**src/design/signed_shift_subtract_divider_macros.svh**
```systemverilog
// assertion macros used by the divider's top module
`ifndef SIGNED_SHIFT_SUBTRACT_DIVIDER_MACROS_SVH
`define SIGNED_SHIFT_SUBTRACT_DIVIDER_MACROS_SVH

// same-cycle implication, checked outside reset
`define SSD_ASSERT_NOW(label, clk, rst, pre, post) \
  label: assert property (@(posedge clk) disable iff (rst) (pre) |-> (post)) \
    else $error("ssd check failed");

// next-cycle implication, checked outside reset
`define SSD_ASSERT_NEXT(label, clk, rst, pre, post) \
  label: assert property (@(posedge clk) disable iff (rst) (pre) |=> (post)) \
    else $error("ssd check failed");

`endif

```
**src/design/ssd_pkg.sv**
```systemverilog
// types and constants of the signed shift-subtract divider
`default_nettype none

package ssd_pkg;

  localparam int WIDTH = 32;

  typedef logic [WIDTH-1:0] word_t;

  localparam word_t MOST_NEG = {1'b1, {(WIDTH-1){1'b0}}};
  localparam word_t MOST_POS = ~MOST_NEG;
  localparam word_t ALL_ONES = {WIDTH{1'b1}};

  // input item
  typedef struct packed {
    logic signed [WIDTH-1:0] dividend;
    logic signed [WIDTH-1:0] divisor;
  } req_item_t;

  // result item
  typedef struct packed {
    logic signed [WIDTH-1:0] quotient;
    logic                    overflowed;
    logic                    divide_by_zero;
  } rsp_item_t;

  // state carried down the pipeline
  // nq holds the dividend bits still to use on the left, quotient bits on the right
  typedef struct packed {
    word_t rem;
    word_t nq;
    word_t den;
    logic  neg;
    logic  ovf;
    logic  dbz;
  } work_t;

endpackage

`default_nettype wire

```
**src/design/ssd_prep.sv**
```systemverilog
// first stage: operand magnitudes, result sign and special cases
`default_nettype none

module ssd_prep
  import ssd_pkg::*;
(
  input  wire logic      clk,
  input  wire logic      rst,
  input  wire logic      adv,
  input  wire logic      in_valid,
  input  wire req_item_t in_item,
  output logic           out_valid,
  output work_t          out_work
);

  word_t a;
  word_t b;
  logic  a_neg;
  logic  b_neg;
  work_t work_next;

  // magnitudes and flags
  always_comb begin
    a     = word_t'(in_item.dividend);
    b     = word_t'(in_item.divisor);
    a_neg = a[WIDTH-1];
    b_neg = b[WIDTH-1];
    work_next.rem = '0;
    work_next.nq  = a_neg ? word_t'(-a) : a;
    work_next.den = b_neg ? word_t'(-b) : b;
    work_next.neg = a_neg ^ b_neg;
    work_next.dbz = (b == '0);
    work_next.ovf = (a == MOST_NEG) && (b == ALL_ONES);
  end

  // valid bit
  always_ff @(posedge clk) begin
    if (rst) begin
      out_valid <= 1'b0;
    end else if (adv) begin
      out_valid <= in_valid;
    end
  end

  // payload
  always_ff @(posedge clk) begin
    if (adv) begin
      out_work <= work_next;
    end
  end

endmodule

`default_nettype wire

```
**config.mk**
```make
export PLATFORM = sky130hd
export DESIGN_NAME = ssd_prep
export DESIGN_NICKNAME = d
export VERILOG_FILES = /design/src/design/signed_shift_subtract_divider_macros.svh /design/src/design/ssd_pkg.sv /design/src/design/ssd_prep.sv
export SDC_FILE = /design/constraint.sdc
export NUM_CORES = 1
export LEC_CHECK = 0
export BUFFER_PORTS_ARGS = -buffer_cell sky130_fd_sc_hd__buf_2
export CAP_MARGIN = 5
export CORE_UTILIZATION = 44
export DETAILED_ROUTE_END_ITERATION = 8
export PLACE_DENSITY = 0.88
export SLEW_MARGIN = 10
export SYNTH_ARGS = -nofsm -noshare
export SYNTH_HDL_FRONTEND = slang
export SYNTH_SLANG_ARGS = --single-unit
```
**constraint.sdc**
```tcl
create_clock -name clk -period 1.95 [get_ports clk]
set_input_delay 0.2925 -clock clk [delete_from_list [all_inputs] [get_ports clk]]
set_output_delay 0.2925 -clock clk [all_outputs]
set_load 0.02 [all_outputs]
```
# Word level (Yosys, flattened, before mapping)
# Cells that the tools add are included.
dict set report totals {
  reg_bits 68
}
dict set report op_classes {
  addsub 2
  n_eq_ne 2
  n_mux 2
  bitwise 1
  n_reduce_logical 2
}
# operator count
set ops {}
lappend ops {{equality test 32 bit (second input constant)} 2}
lappend ops {{negator 32 bit} 2}
lappend ops {{2-to-1 mux 31 bit} 2}
lappend ops {{zero test 32 bit} 1}
lappend ops {{logical AND 1 bit} 1}
lappend ops {{XOR 1 bit} 1}

# Depth between registers and ports, before layout
# Gate-level depths: netlist (run 1).
dict set report logic_depth {
  depth_word 2
  mapped_depth 6
  mapped_depth_nobuf 6
}

# Worst setup path after synthesis (run 1)
# No wires, ideal clock.
dict set report synth_path {
  kind {input -> register}
  startpoint {input port in_item[57] in the netlist's numbering}
  endpoint {register out_work[1] in the netlist's numbering (data pin)}
  setup_time_ps 169
  arrival_ps 1724
  required_time_ps 1781
  setup_slack_ps 57
  stages 4
  n_path_buf 0
  path_cell_list {or3_4 or4_4 or4_4 nor4_4}
}
# item line_no
set synth_rtl {}
lappend synth_rtl {{start: declaration} ssd_prep.sv:11} ;# input wire req_item_t in_item,
lappend synth_rtl {{end signal: assignment} ssd_prep.sv:48} ;# out_work <= work_next;
lappend synth_rtl {{end: declaration} ssd_prep.sv:13} ;# output work_t out_work

==> flow_metrics.env, run 1 <==
export IMPL_vias_per_cell=5.39
export IMPL_internal_power_mw=2.74
export IMPL_clkLatencyLatePin_ps=330
export IMPL_netSwitchingFraction_pct=28.8
export IMPL_min_to="out_valid"
export IMPL_vias=3310
export IMPL_diodes=0
export IMPL_grt_overflow=0
export IMPL_dp_hpwl_mm=7.72
export IMPL_ctsRootBufferMaster="clkbuf_8"
export IMPL_multi_input_area_mm2=0.00169
export IMPL_layout_commonest_cell="buf_2"
export IMPL_fillers=730
export IMPL_cts_resized=0
export IMPL_grt_first_pass_wirelength_mm=15.2
export IMPL_rows=34
export IMPL_ys_warn_count=0
export IMPL_cts_sinks=68
export IMPL_cts_setup_buffers=0
export IMPL_reg2reg_to="out_valid"
export IMPL_hold_viol=0
export IMPL_clkPwrFrac_pct=30.8
export IMPL_ctsLongestPathBuffers=2
export IMPL_final_cell_mix="buf_2 (135), edfxtp_1 (67), xnor2_1 (55)"
export IMPL_ios=168
export IMPL_nets=574
export IMPL_ys_seq_elements=68
export IMPL_numCtsBuffers=9
export IMPL_arrival_ps=1830
export IMPL_ff2ff_setup_slack_ps=1370
export IMPL_leakagePower_nw=2.01
export IMPL_fin_crit_sh_pct=90.4
export IMPL_initial_core_util_pct=45.1
export IMPL_portBuffers=135
export IMPL_powerDensity_mw_per_mm2=760
export IMPL_max_slew_worst_pin_slew_ps=512
export IMPL_r2r_worst_path_cells=2
export IMPL_final_setup_skew_ps=0
export IMPL_synth_cell_types=43
export IMPL_p_comb_share_pct=22.0
export IMPL_place_inst=598
export IMPL_status="completed"
export IMPL_totalWireLength_mm=10.0
export IMPL_core_mm2=0.00868
export IMPL_cts_tree="built"
export IMPL_p_switching_mw=1.11
export IMPL_rsz0062_at_grt="false"
export IMPL_synthToLayoutAreaGrowth_pct=29.7
export IMPL_h_tree_depth=3
export IMPL_drtIter0Drc=140
export IMPL_critPathLaunchType="input pin"
export IMPL_hold_start="rst"
export IMPL_grtUsageTotal_pct=22.1
export IMPL_fin_ws_ps=188
export IMPL_power_mw=3.86
export IMPL_max_slew_margin_pct=65.4
export IMPL_drv_slew=0
export IMPL_syn_avg_cell_area_um2=12.0
export IMPL_hp_class="input pin to flip-flop"
export IMPL_register_area_mm2=0.00203
export IMPL_grt_start_max_net_pins=69
export IMPL_syn_area_mm2=0.00391
export IMPL_ir_drop_mv=0.322
export IMPL_place_gp_congestion=0.926
export IMPL_hold_depth=2
export IMPL_drv_cap=0
export IMPL_ys_seq_area_share_pct=52.0
export IMPL_path_max_fanout=6
export IMPL_place_ws_ps=-133
export IMPL_grt_pass1_vias=3153
export IMPL_fin_cells=614
export IMPL_critical_path_class="input pin to flip-flop"
export IMPL_cts_reportedPaths_clkPinSlew_ps=70
export IMPL_chipHeight_um=96.3
export IMPL_die_area_mm2=0.00927
export IMPL_setup_violations=0
export IMPL_holdBufCountCts=0
export IMPL_drtAntennaViolNets=0
export IMPL_end_kind="flip-flop"
export IMPL_syn_inst=326
export IMPL_drive_gt1_share_pct=40.5
export IMPL_r2r_start="out_valid"
export IMPL_fmax_mhz=568
export IMPL_wl_per_cell_um=16.3
export IMPL_firstDrtPassIters=4
export IMPL_antenna_found_initial=0
export IMPL_fin_crit_ps=1760
export IMPL_die_x_um=96.3
export IMPL_power_frac_seq_pct=47.2
export IMPL_drc=0
export IMPL_critPathRequiredTime_ps=2010
[synthesized netlist by cell type (all sizes together)]
cell type,instances,share of area (%)
dfxtp,1,0.51
o21ai,9,1.2
inv,7,0.67
buf,34,6.4
nand3b,2,0.38
nand4b,1,0.22
nand3,9,1.3
conb,1,0.096
ha,5,1.6
nand2b,4,0.64
nor4b,1,0.22
nor2b,2,0.32
o41ai,19,4.8
nor4,14,3.8
nor3,7,1.0
or2,2,0.32
edfxtp,67,51
nor3b,1,0.19
xor2,4,0.90
a21oi,2,0.26
a31o,1,0.22
o31ai,17,3.3
clkbuf,7,0.67
nand2,24,2.4
or4,5,1.2
nand4,9,1.4
or3,7,1.3
nor2,7,0.67
a31oi,1,0.16
xnor2,55,12
mux2i,1,0.26
[how the worst max path moves through the flow]
stage / endpoint / depth (start not counted) / start / slack (ps)
after global routing: out_work[56] / 7 / in_item[41] / 50
after CTS: out_work[26] / 5 / in_item[17] / 230
after global placement: out_work[1] / 5 / in_item[57] / -70
after detailed placement: out_work[26] / 5 / in_item[17] / -130
final: out_work[32] / 6 / in_item[17] / 190
after floorplan: out_work[1] / 4 / in_item[57] / 60
[through the flow]
step / cell area [um^2] / util (%) / TNS, ps / hold slack (ps)
5_1_grt: 5070 / 58.4 / 0 / 87.2
6_report: 5070 / 58.4 / 0 / 101
2_1_floorplan: 4030 / - / 0 / 365
3_3_place_gp: 4870 / 56.1 / -161 / 449
3_5_place_dp: 4870 / 56.1 / -1220 / 453
4_1_cts: 5070 / 58.4 / 0 / 85.9
[power groups by stage]
stage	Combinational [mW]	Sequential, mW	Clock [mW]
finish	0.848	1.82	1.19
global route	0.913	1.84	1.27
CTS	0.848	1.82	1.21
detailed placement	0.845	1.86	0
global placement	0.826	1.85	0
floorplan	0.313	2.05	0
[worst max-delay path, stage by stage]
cell	delay, ps
buf_2	110
buf_4	150
nor4_1	390
nand2_1	270
o41ai_1	470
xnor2_1	150
[flip-flops by register name (all words and copies together), names as in the netlist]
| signal | flops |
|---|---|
| out_valid | 1 |
| out_work | 67 |
[layer usage]
metal	GRT usage [%]	part of all wire, %	vias to the layer above
met5	0	0	-
li1	-	-	1520
met2	38.9	50	203
met1	25.3	39	1567
met3	5.06	8.6	20
met4	10.2	2.3	0
[cells by family (layout without fill, tap and decap cells)]
| group | after synthesis | count (layout) | synth area share (%) |
|---|---|---|---|
| mux | 1 | 1 | 0.256 |
| other cells | 1 | 32 | 0.0959 |
| xor+xnor | 59 | 59 | 13.2 |
| flops | 68 | 68 | 52.0 |
| fa+ha+maj | 5 | 5 | 1.60 |
| compound gates | 49 | 49 | 9.88 |
| buf+inv | 48 | 197 | 7.71 |
| simple gates | 95 | 95 | 15.3 |
[area by class of cell]
class,count,share of cell area (%)
clock inverters,4,0.938
multi-input cells,241,33.4
clock buffers,12,3.06
well taps,108,2.66
inverters,7,0.518
flip-flops and latches,68,40.1
repair buffers,174,19.3
No activity file was read; power rests on OpenSTA's default activity.
==> run 2: changes to the inputs <==
CORE_MARGIN = 2   (was unset)
CORE_UTILIZATION = 45   (was 44)
CTS_BUF_LIST = sky130_fd_sc_hd__clkbuf_2 sky130_fd_sc_hd__clkbuf_4 sky130_fd_sc_hd__clkbuf_8   (was unset)
PLACE_DENSITY = 0.85   (was 0.88)
==> run 2 against run 1 <==
Die area is 2.0% higher. Worst hold slack improved by 12 ps. Worst setup slack gained 16 ps. Sequential share of layout area decreased by 0.23 points. Critical path type unchanged. Critical endpoint is now out_work[64]. Largest cell class unchanged. Largest power group unchanged. Highest routed layer unchanged.
==> flow_metrics.env, run 2 (same netlist as run 1, synthesis figures left out) <==
export IMPL_rsz0062_at_grt="false"
export IMPL_chipHeight_um=97.2
export IMPL_max_slew_worst_pin_slew_ps=529
export IMPL_critPathBufInv=3
export IMPL_ir_drop_mv=0.349
export IMPL_cts_sinks=68
export IMPL_grt_first_pass_wirelength_mm=15.9
export IMPL_final_setup_skew_ps=0
export IMPL_clkLatencyLatePin_ps=320
export IMPL_register_area_mm2=0.00203
export IMPL_drv_cap=0
export IMPL_max_slew_margin_pct=64.3
export IMPL_fin_ws_ps=204
export IMPL_max_stage_delay_ps=560
export IMPL_drtAntennaViolNets=0
export IMPL_ctsLongestPathBuffers=2
export IMPL_status="completed"
export IMPL_powerDensity_mw_per_mm2=763
export IMPL_cts_tree="built"
export IMPL_die_area_mm2=0.00945
export IMPL_final_cell_mix="buf_2 (135), edfxtp_1 (67), xnor2_1 (55)"
export IMPL_vias_per_cell=5.30
export IMPL_power_mw=3.89
export IMPL_critPathLaunchType="input pin"
export IMPL_rows=34
export IMPL_layout_commonest_cell="buf_2"
export IMPL_largest_reg_flops=67
export IMPL_final_core_util_pct=59.3
export IMPL_crit_family="compound AO/OA/AOI/OAI gates"
export IMPL_cts_setup_buffers=0
export IMPL_grt_pass1_vias=3191
export IMPL_place_gp_congestion=0.927
export IMPL_dp_hpwl_mm=7.69
export IMPL_numCtsBuffers=9
export IMPL_arrival_ps=1810
export IMPL_vias=3269
export IMPL_grt_start_max_net_pins=69
export IMPL_core_mm2=0.00859
export IMPL_drive_gt1_share_pct=41.1
export IMPL_place_area_mm2=0.00489
export IMPL_slowest_stage="o41ai_1"
export IMPL_grt_overflow=0
export IMPL_cts_resized=0
export IMPL_crit_top_cell="buf_4"
export IMPL_end_kind="flip-flop"
export IMPL_die_x_um=97.2
export IMPL_hold_viol=0
export IMPL_hp_class="input pin to flip-flop"
export IMPL_max_flop_register="out_work"
export IMPL_fillers=728
export IMPL_setup_tns_ps=0
export IMPL_drv_slew=0
export IMPL_drtIter0Drc=145
export IMPL_totalWireLength_mm=10.0
export IMPL_portBuffers=135
export IMPL_ctsRootBufferMaster="clkbuf_8"
export IMPL_antenna_found_initial=0
export IMPL_cp_cell_sequence="buf_2 > nor4_1 > buf_4 > nand3_1 > buf_4 > o41ai_1 > xnor2_1"
export IMPL_grtUsageTotal_pct=21.2
export IMPL_reg_top3="out_work: 67 flops, out_valid: 1 flops"
export IMPL_fin_crit_ps=1750
export IMPL_path_max_fanout=9
export IMPL_postLayoutCellArea_mm2=0.00510
export IMPL_holdBufCountCts=0
export IMPL_wl_per_cell_um=16.2
export IMPL_leakagePower_nw=2.03
export IMPL_nets=577
export IMPL_place_ws_ps=-143
export IMPL_cts_reportedPaths_clkPinSlew_ps=70
export IMPL_synthToLayoutAreaGrowth_pct=30.4
export IMPL_ios=168
export IMPL_diodes=0
export IMPL_setup_violations=0
export IMPL_fmax_mhz=573
export IMPL_initial_core_util_pct=45.5
export IMPL_fin_crit_sh_pct=89.5
export IMPL_critPathRequiredTime_ps=2020
export IMPL_multi_input_area_mm2=0.00169
export IMPL_firstDrtPassIters=5
export IMPL_drc=0
export IMPL_critical_path_class="input pin to flip-flop"
export IMPL_h_tree_depth=3
## run 2: layer usage
layer | track usage (%) | vias to the layer above | wire (um)
li1 | - | 1523 | -
met1 | 25.9 | 1514 | 3860
met2 | 35.6 | 214 | 4880
met3 | 6.47 | 18 | 1080
met4 | 8.01 | 0 | 182
met5 | 0 | - | 0
## run 2: worst register-to-register path, stage by stage, from the launching register on
cell and delay (ps):
dfxtp_1 310, mux2i_1 130, nor2_1 50
## run 2: stage by stage
step / hold slack, ps / std cells
floorplan: 365 / 357
global placement: 449 / 601
detailed placement: 453 / 601
CTS: 97.1 / 617
global route: 94.3 / 617
finish: 113 / 617
## run 2: final timing paths
kind	start	endpoint	slack (ps)	cells after the start
max	in_item[41]	out_work[64]	200	7
min	rst	out_valid	110	2
max reg2reg	out_valid	out_valid	1360	2
min reg2reg	out_valid	out_valid	500	2
## run 2: area by class of cell
class	count	share of cell area, %
well taps	108	2.65
multi-input cells	241	33.2
clock inverters	2	0.687
clock buffers	14	3.41
inverters	7	0.515
flip-flops and latches	68	39.8
repair buffers	177	19.7
## run 2: report_power, final
group	internal, mW	switching (mW)
registers	1.78	0.0320
clock network	0.704	0.521
logic	0.303	0.547
total	2.79	1.10
