<file path="config.mk">
export PLATFORM = sky130hd
export DESIGN_NAME = ssd_step
export DESIGN_NICKNAME = d
export VERILOG_FILES = /design/src/design/signed_shift_subtract_divider_macros.svh /design/src/design/ssd_pkg.sv /design/src/design/ssd_step.sv
export SDC_FILE = /design/constraint.sdc
export NUM_CORES = 1
export LEC_CHECK = 0
export BUFFER_PORTS_ARGS = -buffer_cell sky130_fd_sc_hd__buf_2
export CORE_AREA = 3 3 115 117
export CTS_CLUSTER_SIZE = 14
export DETAILED_ROUTE_END_ITERATION = 12
export DIE_AREA = 0 0 118 120
export PLACE_DENSITY_LB_ADDON = 0.12
export SLEW_MARGIN = 20
export SYNTH_ARGS = -nofsm -noshare
export SYNTH_HDL_FRONTEND = slang
export SYNTH_SLANG_ARGS = --single-unit
</file>
<file path="constraint.sdc">
create_clock -name clk -period 2.6 [get_ports clk]
set_input_delay 0 -clock clk [delete_from_list [all_inputs] [get_ports clk]]
set_output_delay 0 -clock clk [all_outputs]
set_load 0.05 [all_outputs]
</file>
<file path="src/design/signed_shift_subtract_divider_macros.svh">
// assertion macros used by the divider's top module
`ifndef SIGNED_SHIFT_SUBTRACT_DIVIDER_MACROS_SVH
`define SIGNED_SHIFT_SUBTRACT_DIVIDER_MACROS_SVH

// same-cycle implication, checked outside reset
`define SSD_ASSERT_NOW(label, clk, rst, pre, post) \
  label: assert property (@(posedge clk) disable iff (rst) (pre) |-> (post)) \
    else $error("ssd check failed");

// next-cycle implication, checked outside reset
`define SSD_ASSERT_NEXT(label, clk, rst, pre, post) \
  label: assert property (@(posedge clk) disable iff (rst) (pre) |=> (post)) \
    else $error("ssd check failed");

`endif

</file>
<file path="src/design/ssd_pkg.sv">
// types and constants of the signed shift-subtract divider
`default_nettype none

package ssd_pkg;

  localparam int WIDTH = 32;

  typedef logic [WIDTH-1:0] word_t;

  localparam word_t MOST_NEG = {1'b1, {(WIDTH-1){1'b0}}};
  localparam word_t MOST_POS = ~MOST_NEG;
  localparam word_t ALL_ONES = {WIDTH{1'b1}};

  // input item
  typedef struct packed {
    logic signed [WIDTH-1:0] dividend;
    logic signed [WIDTH-1:0] divisor;
  } req_item_t;

  // result item
  typedef struct packed {
    logic signed [WIDTH-1:0] quotient;
    logic                    overflowed;
    logic                    divide_by_zero;
  } rsp_item_t;

  // state carried down the pipeline
  // nq holds the dividend bits still to use on the left, quotient bits on the right
  typedef struct packed {
    word_t rem;
    word_t nq;
    word_t den;
    logic  neg;
    logic  ovf;
    logic  dbz;
  } work_t;

endpackage

`default_nettype wire

</file>
<file path="src/design/ssd_step.sv">
// one restoring division stage: one quotient bit
`default_nettype none

module ssd_step
  import ssd_pkg::*;
(
  input  wire logic  clk,
  input  wire logic  rst,
  input  wire logic  adv,
  input  wire logic  in_valid,
  input  wire work_t in_work,
  output logic       out_valid,
  output work_t      out_work
);

  logic [WIDTH:0] trial;
  logic [WIDTH:0] diff;
  logic           take;
  work_t          work_next;

  // shift in the next dividend bit, trial subtract
  always_comb begin
    trial     = {in_work.rem, in_work.nq[WIDTH-1]};
    diff      = trial - {1'b0, in_work.den};
    take      = !diff[WIDTH];
    work_next = in_work;
    work_next.rem = take ? diff[WIDTH-1:0] : trial[WIDTH-1:0];
    work_next.nq  = {in_work.nq[WIDTH-2:0], take};
  end

  // valid bit
  always_ff @(posedge clk) begin
    if (rst) begin
      out_valid <= 1'b0;
    end else if (adv) begin
      out_valid <= in_valid;
    end
  end

  // payload
  always_ff @(posedge clk) begin
    if (adv) begin
      out_work <= work_next;
    end
  end

endmodule

`default_nettype wire

</file>
# Word-level counts from Yosys, hierarchy flattened
# Index checks and enable logic that the tools add are counted.
[op_classes]
reduce_logical = 1
addsub = 1
muxes = 1
[op_table]
columns = ["op", "count"]
rows = [
  ["subtractor 33 x 32 -> 33 bit", 1],
  ["2-to-1 mux 32 bit", 1],
  ["logical NOT 1 bit", 1],
]
[word_totals]
out_inout_bits = 100
register_bits = 100
word_cells = 10
in_bits = 103

# Longest topological paths before layout
# Gate-level depths: netlist of run 1.
[logic_depth]
ltp_word = 2
mapped_depth = 12
depth_no_buf = 11

# Worst setup path after synthesis of run 1
# No wires, ideal clock.
[synth_path]
kind = "in2reg"
from = "in in_work[66] (netlist bit)"
to = "reg out_work[71] (netlist bit) (data pin)"
setup_ns = 0.260
arrival_ns = 2.257
setup_slack_ns = 0.083
path_buffers = 1
required_time_ns = 2.340
stages = 12
path_cell_list = "inv_1 > ha_1 > fa_1 > nand2b_1 > a21oi_1 > o211ai_1 > a21oi_1 > o31a_2 > mux2i_1 > nor2_2 > buf_6 > mux2_4"
[synth_rtl]
columns = ["element", "line_no", "source"]
rows = [
  ["start, declared", "ssd_step.sv:11", "input wire work_t in_work,"],
  ["end signal, assigned", "ssd_step.sv:43", "out_work <= work_next;"],
  ["end, declared", "ssd_step.sv:13", "output work_t out_work"],
]

==> summary.txt, run 1 <==
Drt
  – # DRC: 0
  – Total Wirelength: 15.6 mm
  – Routed vias/inst: 4.96
  – DR vias: 4,814
  – Drt pass-1 iters: 6
  – DRT iter0 DRCs: 281
  – Post-route ant nets: 0
  – Wirelength per Cell: 16.0 um

Yosys
  – Synth top area share: 0.540
  – Synth warnings: 0
  – EDFF count, synth: 99
  – Avg Inst Size Synth: 12.3 um^2
  – Leading area contributor after synthesis: edfxtp_1
  – Synth Net Count: 582
  – Seq/Total Area, Yosys: 0.544
  – Prevailing post-synth register cell: edfxtp_1
  – Synth unique cells: 50
  – Synthesized instance count: 446
  – Area contributors post-synth: edfxtp_1 (54%), ha_1 (7.3%), mux2_4 (6.8%)
  – Cell area after synthesis: 5500 um^2
  – Post-synth ARST share: 0
  – Yosys reg bits: 100

Final layout
  – Most frequent cells in the layout: buf_2 (201), edfxtp_1 (99), dlygate4sd3_1 (95), buf_4 (43), inv_1 (38)
  – Commonest non-fill, non-tap cell in the layout: buf_2
  – Area Growth Syn to Fin: 53.0%
  – Diodes inserted: 0
  – Final nets: 929
  – Layout cells sized above 1: 0.393

Critical path
  – CP Class: input port to register
  – Worst Setup EP: out_work[95]
  – Worst R2R Path Depth: 3
  – R2r startpoint: out_valid
  – CP endpoint kind: register
  – Critical path launch point: in_work[94]
  – Worst Path Max Fanout: 5
  – R2R Setup Slk: 1460 ps
  – Worst Path Arrival: 2640 ps
  – Req. time, crit path: 2700 ps
  – CP Launch Type: input port
  – Critical R2R Capture: out_valid

Floorplanning
  – FP Rows: 41
  – Io pins: 203
  – Die area: 14,200 um^2
  – Initial Utilization: 0.441
  – Die extent in y: 120 um
  – Core area: 12,500 um^2
  – Chip width: 118 um

CTS
  – Clk sink count: 100
  – H-tree levels: 3
  – CTS tree: built
  – CTS Root Cell: clkbuf_16
  – Worst-case clock buffer depth: 2
  – CTS Buf Count: 9
  – CTS clk-pin slew, worst paths: 70 ps
  – Skew-Pair Late Insertion Delay: 340 ps

Pwr
  – Power density of the placed cells: 617 nW/um^2
  – Max IR drop VDD: 310 uV
  – Leakage: 3.87 nW
  – Total power: 0.00519 W

Global route
  – Total grt overflow: 0
  – Initial antenna violation count: 0
  – Largest net degree at the start of global routing: 55
  – First-pass GRT wire length: 24.8 mm
  – Gr usage total: 0.219
  – Vias in the first global route: 4,902

Worst hold path
  – HP Class: input port to register

Timing
  – Final setup viols: 0
  – Fin Hold WS: 37.1 ps
  – Tmin final: 2540 ps
  – Least-Margin Pin Slew: 699 ps
  – Final period util: 0.976
  – Max Freq: 0.394 GHz
  – Clock skew: 0 ps
  – Relative slew slack: 0.534
  – Setup tns final: 0 ps
  – Final Hold Vio Count: 0
  – Slew Viols, Final: 0

Job
  – MaxCap Viol Count: 0

Status
  – Status: finished clean

Placement
  – HPWL Detailed: 11.0 mm
  – Port Buffers: 202
  – Final GP Congestion: 0.895
-- critical path, stage by stage --
cell,delay [ps]
dlygate4sd3_1,550
buf_2,140
ha_1,190
a21oi_1,220
o21bai_1,110
a21o_1,190
or3_4,390
mux2i_4,180
nor2_4,60
buf_4,160
buf_6,130
mux2_4,290
-- metrics by stage --
stage | area, um^2 | instances | setup slack, ps | utilization
after floorplan | 5500 | 446 | 83.0 | -
after global placement | 7040 | 853 | -245 | 0.565
after detailed placement | 7040 | 853 | -316 | 0.565
after CTS | 8270 | 964 | 16.6 | 0.663
after global routing | 8420 | 970 | -16.7 | 0.675
final | 8420 | 970 | 62.7 | 0.675
-- Yosys cell counts (2+ instances only) --
cell / count
edfxtp_1: 99
a21oi_1: 38
inv_1: 38
ha_1: 32
nand2_1: 27
mux2_4: 25
nor2_1: 19
a21o_1: 18
o21ai_0: 17
xnor2_1: 13
nand3_1: 10
xor2_1: 10
nand2b_1: 8
mux2i_1: 6
nand4_1: 6
o211ai_1: 6
clkbuf_1: 5
nor2b_1: 5
o21a_1: 5
o21bai_1: 5
and3_1: 4
buf_6: 4
nor3_1: 4
a211oi_1: 3
a21bo_2: 3
and2_1: 3
and4_1: 3
mux2_2: 3
nand3b_1: 2
nor4_1: 2
nor4b_1: 2
o31ai_1: 2
or3_1: 2
-- cell families (layout without fill, tap and decap cells) --
logic type | after synthesis | count (layout) | share of synthesized area
AOI/OAI and AO/OA | 107 | 107 | 0.124
adders and majority gates | 33 | 33 | 0.0764
xor gates and xnor gates | 23 | 23 | 0.0366
and+or+nand+nor | 100 | 100 | 0.0937
muxes | 34 | 34 | 0.0853
DFF | 100 | 100 | 0.544
buffers and inverters | 49 | 401 | 0.0394
-- report_power, final --
group	leakage (nW)	switching [W]	internal [W]	total [W]
Combinational	2.76	0.00116	0.000748	0.00191
Clock	0.133	0.000603	0.000660	0.00126
Sequential	0.977	0.0000433	0.00198	0.00202
-- state kept, by name, summed over array words and instances, names as in the netlist --
name       cells
out_valid      1
out_work      99
-- repair_timing --
action / 4_1_cts / 5_1_grt
buffers inserted: 0 / 5
setup endpoints to repair: 0 / 31
hold buffers: 95 / 0
endpoints found under the hold margin: 94 / 0
resized for setup: 0 / 17
-- routing by layer --
layer | track usage | vias to the layer above | share of wire
li1 | - | 2358 | -
met1 | 0.275 | 2256 | 0.43
met2 | 0.379 | 179 | 0.49
met3 | 0.0434 | 21 | 0.055
met4 | 0.0769 | 0 | 0.020
met5 | 0 | - | 0
-- layout make-up --
cell class	count	area, um^2
clock buffer	10	229
timing repair buffer	347	2430
inverter	38	143
tap	172	215
fill	995	4050
multi-input combinational	297	2360
clock inverter	6	48.8
sequential	100	2990
-- how the worst min path moves through the flow --
stage / start / end / slack [ps] / depth (start not counted)
4_1_cts: in_work[77] / out_work[78] / 20 / 3
2_1_floorplan: rst / out_valid / 70 / 1
3_5_place_dp: rst / out_valid / 160 / 2
3_3_place_gp: rst / out_valid / 160 / 2
6_report: in_work[77] / out_work[78] / 40 / 3
5_1_grt: in_work[82] / out_work[83] / 60 / 3
Note: power is estimated with default switching activity, not from simulation.
==> run 2: changes to the inputs <==
--- a/config.mk
+++ b/config.mk
@@ -10,6 +10,7 @@
 export CTS_CLUSTER_SIZE = 14
 export DETAILED_ROUTE_END_ITERATION = 12
 export DIE_AREA = 0 0 118 120
+export GPL_ROUTABILITY_DRIVEN = 0
 export PLACE_DENSITY_LB_ADDON = 0.12
 export SLEW_MARGIN = 20
 export SYNTH_ARGS = -nofsm -noshare
==> constraint.sdc (replaced) <==
create_clock -name clk -period 2.24 [get_ports clk]
set_input_delay 0 -clock clk [delete_from_list [all_inputs] [get_ports clk]]
set_output_delay 0 -clock clk [all_outputs]
set_load 0.05 [all_outputs]
==> summary.txt, run 2 (synthesized netlist as in run 1, its figures left out) <==
Status
  – Status: finished clean

Floorplanning
  – Core area: 12,500 um^2 (unchanged)
  – Chip width: 118 um (unchanged)
  – Io pins: 203 (unchanged)
  – Initial Utilization: 0.441 (unchanged)
  – Die area: 14,200 um^2 (unchanged)
  – Die extent in y: 120 um (unchanged)
  – FP Rows: 41 (unchanged)

Global route
  – Gr usage total: 0.230 (+0.0103)
  – Vias in the first global route: 5,132 (+4.7%)
  – Initial antenna violation count: 2 (+2)
  – Total grt overflow: 0 (unchanged)
  – First-pass GRT wire length: 25.9 mm (+4.3%)
  – Largest net degree at the start of global routing: 45 (-18%)

Placement
  – Port Buffers: 202 (unchanged)
  – HPWL Detailed: 11.7 mm (+6.9%)
  – Worst slack, placed: -588 ps (-272 ps)

Pwr
  – Power density of the placed cells: 712 nW/um^2 (+15%)
  – Total power: 0.00638 W (+23%)
  – Power Internal: 0.00419 W (+24%)
  – Flop pwr share: 0.367 (-0.022)
  – Switching power share of the total: 0.343 (-0.00437)
  – Clock Power Share: 0.261 (+0.018)
  – Switching pwr: 0.00219 W (+21%)
  – Max IR drop VDD: 353 uV (+14%)
  – Combinational fraction of design power: 0.372 (+0.005)
  – Leakage: 4.16 nW (+7.5%)

Final layout
  – Diodes inserted: 0 (unchanged)
  – Area Growth Syn to Fin: 63.0%
  – Commonest non-fill, non-tap cell in the layout: buf_2
  – Top reg by flops: out_work
  – Final nets: 975 (+5.0%)
  – Layout cells sized above 1: 0.445 (+0.0520)
  – Max reg flops: 99 (unchanged)
  – Most frequent cells in the layout: buf_2 (197), edfxtp_1 (99), dlygate4sd3_1 (91), buf_4 (91), inv_1 (35)
  – Largest registers: out_work (99), out_valid (1)

Timing
  – Final Hold Vio Count: 0 (unchanged)
  – Max Freq: 0.449 GHz
  – Final worst setup slack: 13.0 ps (-49.7 ps)
  – Least-Margin Pin Slew: 566 ps (-133 ps)
  – Relative slew slack: 0.622 (+0.0888)
  – Final setup viols: 0 (unchanged)
  – Slew Viols, Final: 0 (unchanged)
  – Fin Hold WS: 8.48 ps (-28.6 ps)
  – Final period util: 0.994
  – RSZ-0062 raised after global routing: yes
  – Tmin final: 2230 ps
  – Clock skew: 0 ps (unchanged)

Drt
  – Post-route ant nets: 0 (unchanged)
  – Wirelength per Cell: 16.1 um (+0.46%)
  – Drt pass-1 iters: 4 (-2)
  – # DRC: 0 (unchanged)
  – DR vias: 5,024 (+4.4%)
  – DRT iter0 DRCs: 221 (-21%)
  – Total Wirelength: 16.4 mm (+5.2%)
  – Routed vias/inst: 4.94 (-0.36%)

Critical path
  – CP Class: input port to register
  – Req. time, crit path: 2340 ps (-360 ps)
  – CP Launch Type: input port
  – R2r startpoint: out_valid
  – CP endpoint kind: register
  – Worst Path Arrival: 2330 ps (-310 ps)
  – Worst Path Max Fanout: 5 (unchanged)
  – Critical path launch point: in_work[66]

Job
  – MaxCap Viol Count: 0 (unchanged)

CTS
  – CTS Root Cell: clkbuf_16
  – Clk sink count: 100 (unchanged)
  – H-tree levels: 3 (unchanged)
  – CTS Buf Count: 9 (unchanged)
  – CTS clk-pin slew, worst paths: 70 ps (about the same)
  – Skew-Pair Late Insertion Delay: 360 ps (+20 ps)
  – CTS tree: built
  – Worst-case clock buffer depth: 2 (unchanged)

Worst hold path
  – HP Class: input port to register
  – Min-delay src: in_work[93]
run 2: worst paths after layout:
kind                   to  slack (ps)  cells after the start
max          out_work[72]          10                     14
min          out_work[94]           8                      3
max reg2reg     out_valid        1040                      3
min reg2reg     out_valid        1110                      3
run 2: layer usage:
layer / share of wire / wire length [um] / GRT usage / vias to the layer above
met5: 0.00067 / 11 / 0 / -
met4: 0.022 / 360 / 0.0835 / 2
met3: 0.063 / 1040 / 0.0514 / 25
met2: 0.48 / 7890 / 0.391 / 182
met1: 0.43 / 7070 / 0.288 / 2353
li1: - / - / - / 2462
run 2: worst max-delay path, cell delays in order:
cell and delay, ps:
buf_12 90, inv_12 30, ha_4 140, fa_2 340, nand2b_4 160, a21oi_4 140, o211ai_1 140, a21oi_2 190
o31a_2 190, mux2i_4 250, nor2_4 70, buf_12 150, buf_8 130, mux2_4 300
run 2: timing repair:
action	4_1_cts	5_1_grt
pin swaps	9	4
endpoints found under the setup margin	31	31
hold endpoints to repair	90	0
gates cloned	1	0
hold buffers	91	0
buffers inserted	4	3
resized for setup	21	24
run 2: stage by stage:
| stage | utilization | TNS [ps] | instances | area [um^2] |
|---|---|---|---|---|
| after floorplan | - | -3660 | 446 | 5580 |
| after global placement | 0.598 | -15450 | 902 | 7460 |
| after detailed placement | 0.598 | -17930 | 902 | 7460 |
| after CTS | 0.710 | -160 | 1014 | 8850 |
| after global routing | 0.719 | -1920 | 1016 | 8970 |
| final | 0.719 | 0 | 1016 | 8970 |
run 2: power groups by stage:
stage	sequential (W)	clock (W)	combinational [W]
6_report	0.00234	0.00167	0.00237
5_1_grt	0.00236	0.00175	0.00252
3_5_place_dp	0.00238	0	0.00211
2_1_floorplan	0.00308	0	0.000732
4_1_cts	0.00235	0.00169	0.00233
3_3_place_gp	0.00239	0	0.00208
run 2: layout make-up:
class | instances | area [um^2]
Fill cell | 930 | 3500
Sequential cell | 100 | 2990
Timing Repair Buffer | 393 | 2800
Multi-Input combinational cell | 297 | 2480
Clock buffer | 10 | 239
Tap cell | 172 | 215
Inverter | 38 | 158
Clock inverter | 6 | 78.8
