### src/design/signed_shift_subtract_divider_macros.svh
// assertion macros used by the divider's top module
`ifndef SIGNED_SHIFT_SUBTRACT_DIVIDER_MACROS_SVH
`define SIGNED_SHIFT_SUBTRACT_DIVIDER_MACROS_SVH

// same-cycle implication, checked outside reset
`define SSD_ASSERT_NOW(label, clk, rst, pre, post) \
  label: assert property (@(posedge clk) disable iff (rst) (pre) |-> (post)) \
    else $error("ssd check failed");

// next-cycle implication, checked outside reset
`define SSD_ASSERT_NEXT(label, clk, rst, pre, post) \
  label: assert property (@(posedge clk) disable iff (rst) (pre) |=> (post)) \
    else $error("ssd check failed");

`endif

### src/design/ssd_pkg.sv
// types and constants of the signed shift-subtract divider
`default_nettype none

package ssd_pkg;

  localparam int WIDTH = 32;

  typedef logic [WIDTH-1:0] word_t;

  localparam word_t MOST_NEG = {1'b1, {(WIDTH-1){1'b0}}};
  localparam word_t MOST_POS = ~MOST_NEG;
  localparam word_t ALL_ONES = {WIDTH{1'b1}};

  // input item
  typedef struct packed {
    logic signed [WIDTH-1:0] dividend;
    logic signed [WIDTH-1:0] divisor;
  } req_item_t;

  // result item
  typedef struct packed {
    logic signed [WIDTH-1:0] quotient;
    logic                    overflowed;
    logic                    divide_by_zero;
  } rsp_item_t;

  // state carried down the pipeline
  // nq holds the dividend bits still to use on the left, quotient bits on the right
  typedef struct packed {
    word_t rem;
    word_t nq;
    word_t den;
    logic  neg;
    logic  ovf;
    logic  dbz;
  } work_t;

endpackage

`default_nettype wire

### src/design/ssd_fix.sv
// last stage: apply sign, special cases, output register
`default_nettype none

module ssd_fix
  import ssd_pkg::*;
(
  input  wire logic  clk,
  input  wire logic  rst,
  input  wire logic  adv,
  input  wire logic  in_valid,
  input  wire work_t in_work,
  output logic       out_valid,
  output rsp_item_t  out_item
);

  word_t     q;
  rsp_item_t item_next;

  // signed quotient with overrides
  always_comb begin
    q = in_work.neg ? word_t'(-in_work.nq) : in_work.nq;
    item_next.overflowed     = in_work.ovf;
    item_next.divide_by_zero = in_work.dbz;
    priority if (in_work.dbz) begin
      item_next.quotient = '0;
    end else if (in_work.ovf) begin
      item_next.quotient = MOST_POS;
    end else begin
      item_next.quotient = q;
    end
  end

  // valid bit
  always_ff @(posedge clk) begin
    if (rst) begin
      out_valid <= 1'b0;
    end else if (adv) begin
      out_valid <= in_valid;
    end
  end

  // payload
  always_ff @(posedge clk) begin
    if (adv) begin
      out_item <= item_next;
    end
  end

endmodule

`default_nettype wire

### config.mk
export PLATFORM = sky130hd
export DESIGN_NAME = ssd_fix
export DESIGN_NICKNAME = d
export VERILOG_FILES = /design/src/design/signed_shift_subtract_divider_macros.svh /design/src/design/ssd_pkg.sv /design/src/design/ssd_fix.sv
export SDC_FILE = /design/constraint.sdc
export NUM_CORES = 1
export LEC_CHECK = 0
export BUFFER_PORTS_ARGS = -buffer_cell sky130_fd_sc_hd__clkbuf_2
export CAP_MARGIN = 20
export CELL_PAD_IN_SITES_DETAIL_PLACEMENT = 1
export CELL_PAD_IN_SITES_GLOBAL_PLACEMENT = 1
export CORE_ASPECT_RATIO = 0.5
export CORE_UTILIZATION = 30
export DETAILED_ROUTE_END_ITERATION = 16
export GPL_TIMING_DRIVEN = 0
export PLACE_DENSITY = 0.84
export SETUP_SLACK_MARGIN = 0.5
export SYNTH_ARGS = -nofsm -noshare
export SYNTH_HDL_FRONTEND = slang
export SYNTH_SLANG_ARGS = --single-unit
### constraint.sdc
create_clock -name clk -period 4.28 [get_ports clk]
set_clock_uncertainty 0.05 [all_clocks]
set_input_delay 0.428 -clock clk [delete_from_list [all_inputs] [get_ports clk]]
set_output_delay 0.428 -clock clk [all_outputs]
set_load 0.01 [all_outputs]
Word-level counts from Yosys, hierarchy flattened
Index checks and enable logic that the tools add are counted.
Widths: inputs -> output; s select.
{ "word_totals": {"register_bits": 35, "in_bits": 103, "out_inout_bits": 35, "wordCells": 9} }
{ "op_classes": {"n_addsub": 1, "mux": 2, "n_reduce_logical": 1} }
{ "ops": {"columns": ["cell", "count"], "rows": [
  ["$mux 32", 1],
  ["$neg 32->32", 1],
  ["$mux 31", 1],
  ["$reduce_or 2->1", 1]
]} }

Depth between registers and ports, before layout
Gate-level depths: netlist of the first run.
{ "logic_depth": {"word_depth": 3, "depth_mapped": 6, "mapped_depth_nobuf": 6} }

Worst setup path before layout of the first run
Ideal clock, no wire load.
{ "synth_path": {"path_type": "input port to flip-flop", "startpoint": "in in_work[38] (netlist name)", "endpoint": "reg out_item[23] (netlist name) (data pin)", "setup_time_ps": 255, "t_arrival_ps": 2072, "required_ps": 3975, "path_slack_ps": 1903, "path_stages": 5, "n_path_buf": 1, "path_cell_list": "or4_4 -> buf_6 -> or3_4 -> or4_1 -> and3_1"} }
{ "synth_via": {"elab_chain_cells": 3} }
{ "synth_lines": {"columns": ["element", "line_no", "text"], "rows": [
  ["start: declaration", "ssd_fix.sv:11", "input wire work_t in_work,"],
  ["$neg 32->32", "ssd_fix.sv:21", "q = in_work.neg ? word_t'(-in_work.nq) : in_work.nq;"],
  ["$mux 32", "ssd_fix.sv:21", null],
  ["$mux 31", "ssd_fix.sv:26", "end else if (in_work.ovf) begin"],
  ["end signal: assignment", "ssd_fix.sv:45", "out_item <= item_next;"],
  ["end: declaration", "ssd_fix.sv:13", "output rsp_item_t out_item"]
]} }
Every way passes these cells.
A chain may end at the register's enable or synchronous reset.

Final worst setup path of the first run
{ "layout_path": {"startpoint": "in in_work[38] (netlist name)", "endpoint": "reg out_item[27] (netlist name) (data pin)"} }
Same word-level chain as after synthesis.

==> summary.log, run 1 <==
qor: run_status.run_status finished, final reports clean
qor: die.design.core.area 0.007570 mm²
qor: detailed_routing.postRouteAntennaNets 0
qor: final_layout.diodes 0
qor: final_layout.fin_cells 433
qor: yosys.synth_top_family_by_area simple AND/OR/NAND/NOR gates
qor: yosys.syn_inst 247
qor: clock_network.worst_skew_pair.late_latency 0.28 ns
qor: worst_setup_path.most_used_cell_cp sky130_fd_sc_hd__buf_6
qor: die.die_w 129.2 µm
qor: worst_setup_path.critical_path_endpoint_category register
qor: worst_setup_path.path_cells clkbuf_2, or4_4, buf_6, or3_4, buf_6, o211a_1, nor4_1
qor: yosys.synth-xor-area-share 5.054%
qor: timing.max_freq 0.4133 GHz
qor: clock_network.ctsResizeCount 0
qor: yosys.synthArstFlopShare 0%
qor: flow_run.max-cap-violations 0
qor: detailed_routing.detail_route.wirelength 8277 µm
qor: timing.timing.slew.headroom 36.82%
qor: clock_network.clk_transition_reported_paths 0.05 ns
qor: placement.gp_weighted_congestion 0.8638
qor: clock_network.clock_root_buffer sky130_fd_sc_hd__clkbuf_16
qor: yosys.synthSimpleGateAreaFrac 26.82%
qor: yosys.synth-compound-area-share 16.30%
qor: yosys.synthesis.yosys.warnings 0
qor: worst_setup_path.critPathLaunchType input pin
qor: placement.place_inst 424
qor: die.ports_placed_on_the_boundary 138
qor: final_layout.final_cell_mix sky130_fd_sc_hd__clkbuf_2, sky130_fd_sc_hd__edfxtp_1, sky130_fd_sc_hd__nor2_1
qor: yosys.synth_enable_flop_cells 34
qor: die.initial_utilization 32.05%
qor: worst_setup_path.cp_num_buf_inv 3
qor: placement.place_hpwl 6246 µm
qor: timing.fin_ws 1.861 ns
qor: timing.setup-violations-final 0
qor: detailed_routing.drt-initial-drc-count 191
qor: global_routing.largest_net_degree_at_the_start_of_global_routing 36
qor: power.maximum_vdd_drop 0.1287 mV
qor: yosys.ys_seq_area_share 42.91%
qor: placement.dpl-instance-area 0.002907 mm²
qor: timing.post-route-period-util 56.53%
qor: global_routing.grt_antenna_before_repair 0
qor: timing.final-max-slew-violation-count 0
qor: global_routing.track_usage 20.34%
qor: final_layout.syn_to_final_growth 25.63%
qor: final_layout.final_common_cell sky130_fd_sc_hd__clkbuf_2
qor: timing.grt_setup_unrepaired no
qor: yosys.muxShareOfSynthArea 0.8252%
qor: clock_network.clock_path_buffers 2
qor: yosys.mapped_cell_area 0.002426 mm²
qor: timing.worst_slew_pin_slew 0.9477 ns
qor: die.dieHeight 65.59 µm
qor: worst_setup_path.internal_reg_to_reg_setup_slack 3.62 ns
qor: global_routing.grt_overflow_total 0
qor: final_layout.drive_gt1_share 28.92%
qor: yosys.post_synth_adder_cell_area 1.031%
qor: power.power_density 316.9 mW/mm²
qor: die.die_area 0.008473 mm²
qor: clock_network.postCtsSetupRepairBufs 0
qor: power.total_power 965.9 µW
qor: yosys.syn-num-nets 352
qor: clock_network.cts.sinks 35
qor: final_layout.num-nets-final 429
qor: detailed_routing.detail_route.first_pass.iterations 4
qor: worst_setup_path.critical_path.slowest_cell sky130_fd_sc_hd__or4_4
qor: yosys.synth_flop_cell sky130_fd_sc_hd__edfxtp_1
qor: yosys.synth.distinct_cells 46
qor: yosys.synthesis.area_per_instance 9.822 µm²
qor: detailed_routing.via_total_after_detailed_routing 2472
qor: placement.placement.io_buffers 69
qor: power.leakagePower 1.119 nW
qor: timing.hold_slack 0.2582 ns
qor: clock_network.total_clock_buffers_created_by_cts 5
qor: global_routing.grt_pass1_vias 2460
qor: final_layout.fillerInstances 906
qor: global_routing.grt_pass1_wl 13040 µm
qor: worst_hold_path.worstHoldPathType in2reg
qor: placement.pre_cts_ws 1.529 ns
qor: final_layout.final_core_util 40.26%
qor: worst_setup_path.timing.critical_path.slowest_cell_delay 0.55 ns
qor: clock_network.cts-hold-fix-buffers 0
qor: timing.hold_viol_final 0
qor: worst_setup_path.worst-endpoint-arrival 2.42 ns
qor: worst_setup_path.crit_type in2reg
qor: worst_setup_path.critical_path.top_delay_family simple AND/OR/NAND/NOR gates
qor: die.placementRows 22
qor: yosys.synthesized_flop_and_latch_total 35
qor: clock_network.htree_num_levels 2
qor: clock_network.tritoncts_clock_tree yes
qor: detailed_routing.post_drt_wl_per_cell 19.12 µm
qor: timing.final.setup.tns 0 ns
qor: timing.shortest_period_the_worst_path_allows 2.419 ns
qor: final_layout.design_area 0.003048 mm²
qor: worst_setup_path.worst-path-max-fanout 10
qor: detailed_routing.viasPerCell 5.709
qor: detailed_routing.drc 0
qor: worst_setup_path.worst_ep_required_time 4.28 ns
==> Yosys cell counts (all sizes together), types with 3 or more instances <==
master  instances  area [µm²]
edfxtp         34        1021
nor2           24       90.09
nor4           23       143.9
a21oi          20       100.1
nor3           18       90.09
clkbuf         12       75.07
buf             7       66.31
xnor2           7       61.31
xor2            7       61.31
a211oi          6       45.04
nand2           6       22.52
nand3           5       25.02
nand4           5       31.28
or4             5       41.29
a311oi          4       35.03
and3            4       25.02
inv             4       15.01
nor4b           4       35.03
o21ai           4       20.02
o41ai           4       35.03
or3             4       30.03
and4            3       26.28
nand4b          3       26.28
o31ai           3       22.52
or2             3       18.77
==> kinds of logic after synthesis <==
logic type	after synthesis
AO/OA/AOI/OAI	56
flip-flops	35
multiplexers	2
AND/OR/NAND/NOR	113
buffers and inverters	25
XOR/XNOR	14
adder cells (fa/ha/maj)	2
==> sequential cells by signal, summed over array words and instances, names as in the netlist <==
| name | flops |
|---|---|
| out_item | 34 |
| out_valid | 1 |
==> worst paths after layout <==
kind | from | to | cells after the start
setup reg to reg | out_valid$_SDFFE_PP0P_ | out_valid$_SDFFE_PP0P_ | 2
setup / recovery | in_work[38] | out_item[27]$_SDFFCE_PP0P_ | 7
hold reg to reg | out_valid$_SDFFE_PP0P_ | out_valid$_SDFFE_PP0P_ | 2
hold / removal | rst | out_valid$_SDFFE_PP0P_ | 2
==> report_power, final <==
| part | switching (mW) | total [mW] | internal [mW] |
|---|---|---|---|
| logic | 0.121 | 0.194 | 0.0734 |
| clock network | 0.139 | 0.350 | 0.212 |
| registers | 0.00866 | 0.421 | 0.413 |
| total | 0.268 | 0.966 | 0.698 |
==> layer usage <==
| layer | share of wire, % | up-vias | track usage (%) |
|---|---|---|---|
| li1 | - | 1152 | - |
| met1 | 46 | 1214 | 27.95 |
| met2 | 46 | 94 | 32.86 |
| met3 | 7.6 | 12 | 3.257 |
| met4 | 1.1 | 0 | 6.176 |
| met5 | 0 | - | 0 |
==> final cells by class <==
class / instances / area (µm²) / share of cell area, %
buffer: 20 / 152.6 / 5.008
clock buffer: 6 / 128.9 / 4.228
clock inverter: 2 / 7.507 / 0.2463
inverter: 5 / 18.77 / 0.6158
multi-input combinational: 187 / 1214 / 39.82
sequential: 35 / 1041 / 34.15
tap: 108 / 135.1 / 4.434
timing repair buffer: 70 / 350.3 / 11.49
Note: power is estimated with default switching activity, not from simulation.
==> run 2, diff against run 1 <==
==> constraint.sdc (replaced) <==
create_clock -name clk -period 2.25 [get_ports clk]
set_clock_uncertainty 0.05 [all_clocks]
set_input_delay 0.225 -clock clk [delete_from_list [all_inputs] [get_ports clk]]
set_output_delay 0.225 -clock clk [all_outputs]
set_load 0.01 [all_outputs]
==> run 2 against run 1 <==
Against the previous run:
- global-route usage increased by 2.1 points
- highest routed layer unchanged
- count of clock-buffer cells in the layout unchanged
- final cell count increased by 2.5%
- via count increased by 4.4%
- critical endpoint is now out_item[23]$_SDFFCE_PP0P_
- non-clock buffer count increased by 11
- critical path depth decreased by 1
- worst hold slack got worse by 0.20 ns
==> summary.log, run 2 (synthesis gave the netlist of run 1 again) <==
qor: worst_setup_path.timing.critical_path.slowest_cell_delay 0.44 ns
qor: final_layout.design_area 0.003598 mm²
qor: detailed_routing.viasPerCell 5.813
qor: worst_setup_path.internal_reg_to_reg_setup_slack 1.56 ns
qor: worst_setup_path.worst_ep_required_time 2.24 ns
qor: clock_network.htree_num_levels 2
qor: worst_setup_path.crit_type in2reg
qor: placement.placement.io_buffers 69
qor: worst_setup_path.critical_path.top_delay_family simple AND/OR/NAND/NOR gates
qor: detailed_routing.detail_route.wirelength 9534 µm
qor: clock_network.worst_skew_pair.late_latency 0.28 ns
qor: final_layout.largest_register_ff_count 34
qor: timing.shortest_period_the_worst_path_allows 2.035 ns
qor: die.dieHeight 65.59 µm
qor: run_status.run_status finished, final reports clean
qor: die.die_area 0.008473 mm²
qor: timing.max_freq 0.4914 GHz
qor: final_layout.diodes 0
qor: worst_setup_path.cp_num_buf_inv 2
qor: timing.hold_viol_final 0
qor: global_routing.largest_net_degree_at_the_start_of_global_routing 36
qor: die.initial_utilization 32.05%
qor: placement.dpl-instance-area 0.002990 mm²
qor: die.die_w 129.2 µm
qor: final_layout.fillerInstances 849
qor: timing.fin_ws 0.2151 ns
qor: timing.setup-violations-final 0
qor: final_layout.drive_gt1_share 43.15%
qor: global_routing.grt_pass1_vias 2641
qor: worst_setup_path.critical_path_endpoint_category register
qor: clock_network.total_clock_buffers_created_by_cts 5
qor: final_layout.fin_cells 444
qor: detailed_routing.postRouteAntennaNets 0
qor: clock_network.tritoncts_clock_tree yes
qor: die.design.core.area 0.007570 mm²
qor: worst_setup_path.worst-path-max-fanout 6
qor: worst_setup_path.crit_path_start in_work[44]
qor: detailed_routing.drc 0
qor: global_routing.grt_pass1_wl 14330 µm
qor: worst_setup_path.worst-endpoint-arrival 2.02 ns
qor: timing.final-max-slew-violation-count 0
qor: worst_setup_path.rr_endpoint out_valid$_SDFFE_PP0P_
qor: worst_hold_path.worstHoldPathType in2reg
qor: clock_network.cts-hold-fix-buffers 0
qor: global_routing.grt_antenna_before_repair 0
qor: placement.gp_weighted_congestion 0.9305
qor: clock_network.clock_root_buffer sky130_fd_sc_hd__clkbuf_16
qor: detailed_routing.post_drt_wl_per_cell 21.47 µm
qor: detailed_routing.via_total_after_detailed_routing 2581
qor: global_routing.grt_overflow_total 0
qor: final_layout.final_common_cell sky130_fd_sc_hd__clkbuf_2
qor: timing.timing.slew.headroom 37.97%
qor: worst_setup_path.critical_path.slowest_cell sky130_fd_sc_hd__or3_4
qor: worst_setup_path.path_cells clkbuf_2, or3_1, buf_2, or3_4, or4_1, and3_4
qor: timing.post-route-period-util 90.44%
qor: worst_setup_path.critPathLaunchType input pin
qor: clock_network.clock_path_buffers 2
qor: die.placementRows 22
qor: final_layout.register_name_with_the_most_flops out_item
qor: placement.pre_cts_ws -0.3832 ns
qor: timing.worst_slew_pin_slew 0.9305 ns
qor: power.power_density 539.6 mW/mm²
qor: placement.place_hpwl 6257 µm
qor: worst_setup_path.r2r.worst_path.cells 2
qor: flow_run.max-cap-violations 0
qor: die.ports_placed_on_the_boundary 138
qor: worst_setup_path.worstSetupPathDepth 6
qor: global_routing.track_usage 22.43%
qor: worst_setup_path.setup.worst_path.end out_item[23]$_SDFFCE_PP0P_
qor: placement.place_inst 424
qor: final_layout.num-nets-final 440
qor: detailed_routing.detail_route.first_pass.iterations 4
qor: power.leakagePower 1.332 nW
qor: clock_network.cts.sinks 35
qor: final_layout.final_cell_mix sky130_fd_sc_hd__clkbuf_2, sky130_fd_sc_hd__edfxtp_1, sky130_fd_sc_hd__nor2_1
qor: power.maximum_vdd_drop 0.2855 mV
qor: final_layout.registers_with_the_most_flip_flops out_item x34, out_valid x1
qor: detailed_routing.drt-initial-drc-count 204
qor: worst_setup_path.critical_path.reg2reg.startpoint out_valid$_SDFFE_PP0P_
qor: final_layout.syn_to_final_growth 48.32%
qor: timing.grt_setup_unrepaired yes
qor: clock_network.clk_transition_reported_paths 0.05 ns
-- run 2: cell types whose count changed in the layout (fill, tap and decap cells not counted), moves of 3 or more --
cell,previous run,this run
sky130_fd_sc_hd__buf_4,0,10
sky130_fd_sc_hd__clkbuf_16,5,8
sky130_fd_sc_hd__clkbuf_2,70,64
sky130_fd_sc_hd__nor3_1,18,14
sky130_fd_sc_hd__nor3_4,0,3
sky130_fd_sc_hd__nor4_1,23,11
sky130_fd_sc_hd__nor4_2,0,6
sky130_fd_sc_hd__nor4_4,0,6
sky130_fd_sc_hd__o41ai_1,4,1
sky130_fd_sc_hd__o41ai_4,0,3
-- run 2: area by class of cell --
class | instances | area (µm²) | area share (%)
Clock inverter | 2 | 7.507 | 0.2086
Timing Repair Buffer | 81 | 530.5 | 14.74
Tap cell | 108 | 135.1 | 3.755
Clock buffer | 6 | 128.9 | 3.581
Multi-Input combinational cell | 187 | 1548 | 43.01
Buffer | 20 | 165.2 | 4.590
Sequential cell | 35 | 1041 | 28.93
Inverter | 5 | 42.54 | 1.182
-- run 2: worst register-to-register path: stages (launching register included) --
cell                      delay (ns)
sky130_fd_sc_hd__dfxtp_1        0.31
sky130_fd_sc_hd__mux2i_1        0.16
sky130_fd_sc_hd__nor2_1         0.06
-- run 2: report_power, final --
| group | switching, mW | leakage (nW) | total (mW) | internal, mW |
|---|---|---|---|---|
| clock network | 0.278 | 0.0659 | 0.682 | 0.404 |
| registers | 0.0157 | 0.338 | 0.800 | 0.784 |
| logic | 0.278 | 0.928 | 0.460 | 0.182 |
| total | 0.572 | 1.33 | 1.94 | 1.37 |
-- run 2: layer usage --
layer | part of all wire, % | global-route usage, % | vias up | wire length (µm)
li1 | - | - | 1168 | -
met1 | 43 | 30.12 | 1290 | 4138
met2 | 48 | 36.49 | 101 | 4555
met3 | 6.6 | 4.072 | 22 | 628
met4 | 2.2 | 7.500 | 0 | 211
met5 | 0 | 0 | - | 0
-- run 2: worst min path at each step --
stage               startpoint                     end  cells after the start
detailed placement         rst  out_valid$_SDFFE_PP0P_                      2
floorplan                  rst  out_valid$_SDFFE_PP0P_                      1
finish                     rst  out_valid$_SDFFE_PP0P_                      2
CTS                        rst  out_valid$_SDFFE_PP0P_                      2
global placement           rst  out_valid$_SDFFE_PP0P_                      2
global route               rst  out_valid$_SDFFE_PP0P_                      2
-- run 2: per-stage QoR --
| stage | power, mW | util, % | setup TNS, ns | hold slack (ns) |
|---|---|---|---|---|
| floorplan | 1.007 | - | 0 | 0.2474 |
| global placement | 1.177 | 39.50 | -0.6740 | 0.3319 |
| detailed placement | 1.190 | 39.50 | -0.9761 | 0.3486 |
| CTS | 1.904 | 46.20 | 0 | 0.06251 |
| global route | 2.005 | 47.54 | 0 | 0.06224 |
| finish | 1.942 | 47.54 | 0 | 0.05831 |
-- run 2: what timing repair did --
action / CTS / global route
pin swaps: 16 / 8
setup buffers: 10 / 2
resized for setup: 47 / 20
endpoints found under the setup margin: 20 / 23
==> run 3, diff against run 2 <==
--- a/config.mk
+++ b/config.mk
@@ -14,7 +14,6 @@
 export DETAILED_ROUTE_END_ITERATION = 16
 export GPL_TIMING_DRIVEN = 0
 export PLACE_DENSITY = 0.84
-export SETUP_SLACK_MARGIN = 0.5
 export SYNTH_ARGS = -nofsm -noshare
 export SYNTH_HDL_FRONTEND = slang
 export SYNTH_SLANG_ARGS = --single-unit
==> run 3 against run 2 <==
Against the previous run:
- die area unchanged
- routed wire length fell by 13%
- worst hold slack worse by 0.0033 ns
- global-route usage down 2.1 points
- total power decreased by 5.2%
- critical path depth stayed put
- design area fell by 15%
- highest routed layer unchanged
- count of clock-buffer cells in the layout is the same
- combinational power shrank 19%
==> summary.log, run 3 (synthesis gave the netlist of run 1 again) <==
qor: global_routing.grt_overflow_total 0
qor: global_routing.grt_antenna_before_repair 0
qor: worst_setup_path.rr_endpoint out_valid$_SDFFE_PP0P_
qor: timing.hold_viol_final 0
qor: worst_setup_path.timing.critical_path.slowest_cell_delay 0.55 ns
qor: clock_network.clk_transition_reported_paths 0.05 ns
qor: clock_network.clock_path_buffers 2
qor: flow_run.max-cap-violations 0
qor: timing.post-route-period-util 96.23%
qor: timing.timing.slew.headroom 37.24%
qor: die.die_area 0.008473 mm²
qor: power.switching_portion_of_total_power 27.82%
qor: worst_setup_path.path_cells clkbuf_2, or4_4, buf_6, nor3_1, a211oi_1, a2111oi_0
qor: timing.final-max-slew-violation-count 0
qor: global_routing.grt_pass1_vias 2464
qor: detailed_routing.detail_route.wirelength 8318 µm
qor: detailed_routing.drt-initial-drc-count 237
qor: die.dieHeight 65.59 µm
qor: timing.final.setup.tns 0 ns
qor: worst_setup_path.internal_reg_to_reg_setup_slack 1.59 ns
qor: placement.pre_cts_ws -0.2976 ns
qor: worst_setup_path.worstSetupPathDepth 6
qor: detailed_routing.detail_route.first_pass.iterations 4
qor: power.power_density 601.2 mW/mm²
qor: final_layout.syn_to_final_growth 26.20%
qor: worst_setup_path.critical_path.reg2reg.startpoint out_valid$_SDFFE_PP0P_
qor: detailed_routing.postRouteAntennaNets 0
qor: global_routing.met2_usage 32.80%
qor: run_status.run_status finished, final reports clean
qor: global_routing.grtUsageMet3 3.257%
qor: clock_network.tritoncts_clock_tree yes
qor: die.die_w 129.2 µm
qor: global_routing.grt_pass1_wl 13030 µm
qor: power.share_comb_of_total_power 20.2%
qor: detailed_routing.via_total_after_detailed_routing 2456
qor: clock_network.htree_num_levels 2
qor: timing.grt_setup_unrepaired no
qor: worst_setup_path.r2r.worst_path.cells 2
qor: placement.place_hpwl 6246 µm
qor: final_layout.largest_register_ff_count 34
qor: power.power_switching 512.2 µW
qor: detailed_routing.viasPerCell 5.685
qor: worst_setup_path.worst-path-max-fanout 8
qor: timing.shortest_period_the_worst_path_allows 2.165 ns
qor: worst_setup_path.cp_num_buf_inv 2
qor: die.placementRows 22
qor: power.total_power 1.841 mW
qor: power.maximum_vdd_drop 0.2472 mV
qor: final_layout.final_common_cell sky130_fd_sc_hd__clkbuf_2
qor: die.ports_placed_on_the_boundary 138
qor: worst_hold_path.worstHoldPathType in2reg
qor: worst_setup_path.critical_path.top_delay_family simple AND/OR/NAND/NOR gates
qor: final_layout.final_cell_mix sky130_fd_sc_hd__clkbuf_2, sky130_fd_sc_hd__edfxtp_1, sky130_fd_sc_hd__nor2_1
qor: final_layout.fin_cells 432
qor: placement.gp_weighted_congestion 0.8638
qor: timing.hold_slack 0.05498 ns
qor: power.power_report.internal_total 1.329 mW
qor: worst_setup_path.critPathLaunchType input pin
qor: die.design.core.area 0.007570 mm²
qor: power.leakagePower 1.117 nW
qor: worst_setup_path.worst_ep_required_time 2.24 ns
qor: clock_network.postCtsSetupRepairBufs 0
qor: power.share_clk_of_total_power 36.3%
qor: clock_network.worst_skew_pair.late_latency 0.28 ns
qor: final_layout.registers_with_the_most_flip_flops out_item x34, out_valid x1
qor: final_layout.design_area 0.003062 mm²
qor: worst_setup_path.crit_path_start in_work[38]
qor: timing.setup-violations-final 0
qor: timing.worst_slew_pin_slew 0.9414 ns
qor: placement.dpl-instance-area 0.002907 mm²
qor: die.initial_utilization 32.05%
qor: timing.max_freq 0.4619 GHz
qor: worst_setup_path.critical_path_endpoint_category register
qor: global_routing.largest_net_degree_at_the_start_of_global_routing 36
qor: timing.fin_ws 0.08491 ns
qor: worst_setup_path.setup.worst_path.end out_item[25]$_SDFFCE_PP0P_
qor: clock_network.clock_root_buffer sky130_fd_sc_hd__clkbuf_16
qor: final_layout.diodes 0
qor: final_layout.num-nets-final 428
qor: power.seqPwrFrac 43.5%
qor: clock_network.cts-hold-fix-buffers 0
qor: clock_network.total_clock_buffers_created_by_cts 5
qor: placement.place_inst 424
qor: detailed_routing.post_drt_wl_per_cell 19.25 µm
qor: clock_network.cts.sinks 35
qor: placement.placement.io_buffers 69
qor: global_routing.grt_use_met1 27.95%
qor: final_layout.register_name_with_the_most_flops out_item
qor: global_routing.track_usage 20.32%
qor: detailed_routing.drc 0
qor: final_layout.final_core_util 40.45%
qor: worst_setup_path.critical_path.slowest_cell sky130_fd_sc_hd__or4_4
qor: final_layout.drive_gt1_share 29.63%
qor: worst_setup_path.worst-endpoint-arrival 2.16 ns
qor: worst_setup_path.crit_type in2reg
qor: global_routing.gr-max-usage-layer met2
==> run 3: cell count changes in the layout (fill, tap and decap cells not counted), sizes merged <==
cell	before	now
clkinv	2	3
clkbuf	85	87
buf	21	7
clkinvlp	1	0
==> run 3: final cells by class <==
| class | count | area [µm²] |
|---|---|---|
| buffer | 20 | 152.6 |
| clock buffer | 6 | 128.9 |
| clock inverter | 2 | 7.507 |
| fill | 899 | 4508 |
| inverter | 5 | 18.77 |
| multi-input combinational | 187 | 1232 |
| sequential | 35 | 1041 |
| tap | 108 | 135.1 |
| timing repair buffer | 69 | 345.3 |
==> run 3: power groups by stage <==
stage / registers [mW] / clock network (mW) / logic, mW
final: 0.801 / 0.668 / 0.372
after floorplan: 0.845 / 0 / 0.154
after global placement: 0.813 / 0 / 0.353
after detailed placement: 0.815 / 0 / 0.365
after global routing: 0.807 / 0.696 / 0.403
after CTS: 0.803 / 0.668 / 0.369
==> run 3: how the worst min path moves through the flow <==
stage / slack (ns) / start / endpoint / depth (start not counted)
global route: 0.06 / rst / out_valid$_SDFFE_PP0P_ / 2
floorplan: 0.25 / rst / out_valid$_SDFFE_PP0P_ / 1
detailed placement: 0.35 / rst / out_valid$_SDFFE_PP0P_ / 2
global placement: 0.33 / rst / out_valid$_SDFFE_PP0P_ / 2
finish: 0.05 / rst / out_valid$_SDFFE_PP0P_ / 2
CTS: 0.06 / rst / out_valid$_SDFFE_PP0P_ / 2
==> run 3: metal layers <==
layer / up-vias / part of all wire, % / wire [µm]
met5: - / 0 / 0
met3: 13 / 6.2 / 519
li1: 1141 / - / -
met4: 0 / 1.4 / 114
met2: 80 / 46 / 3828
met1: 1222 / 46 / 3855
==> run 3: repair_timing <==
item	CTS	global route
resized for setup	1	2
hold endpoints to repair	0	0
setup endpoints to repair	1	2
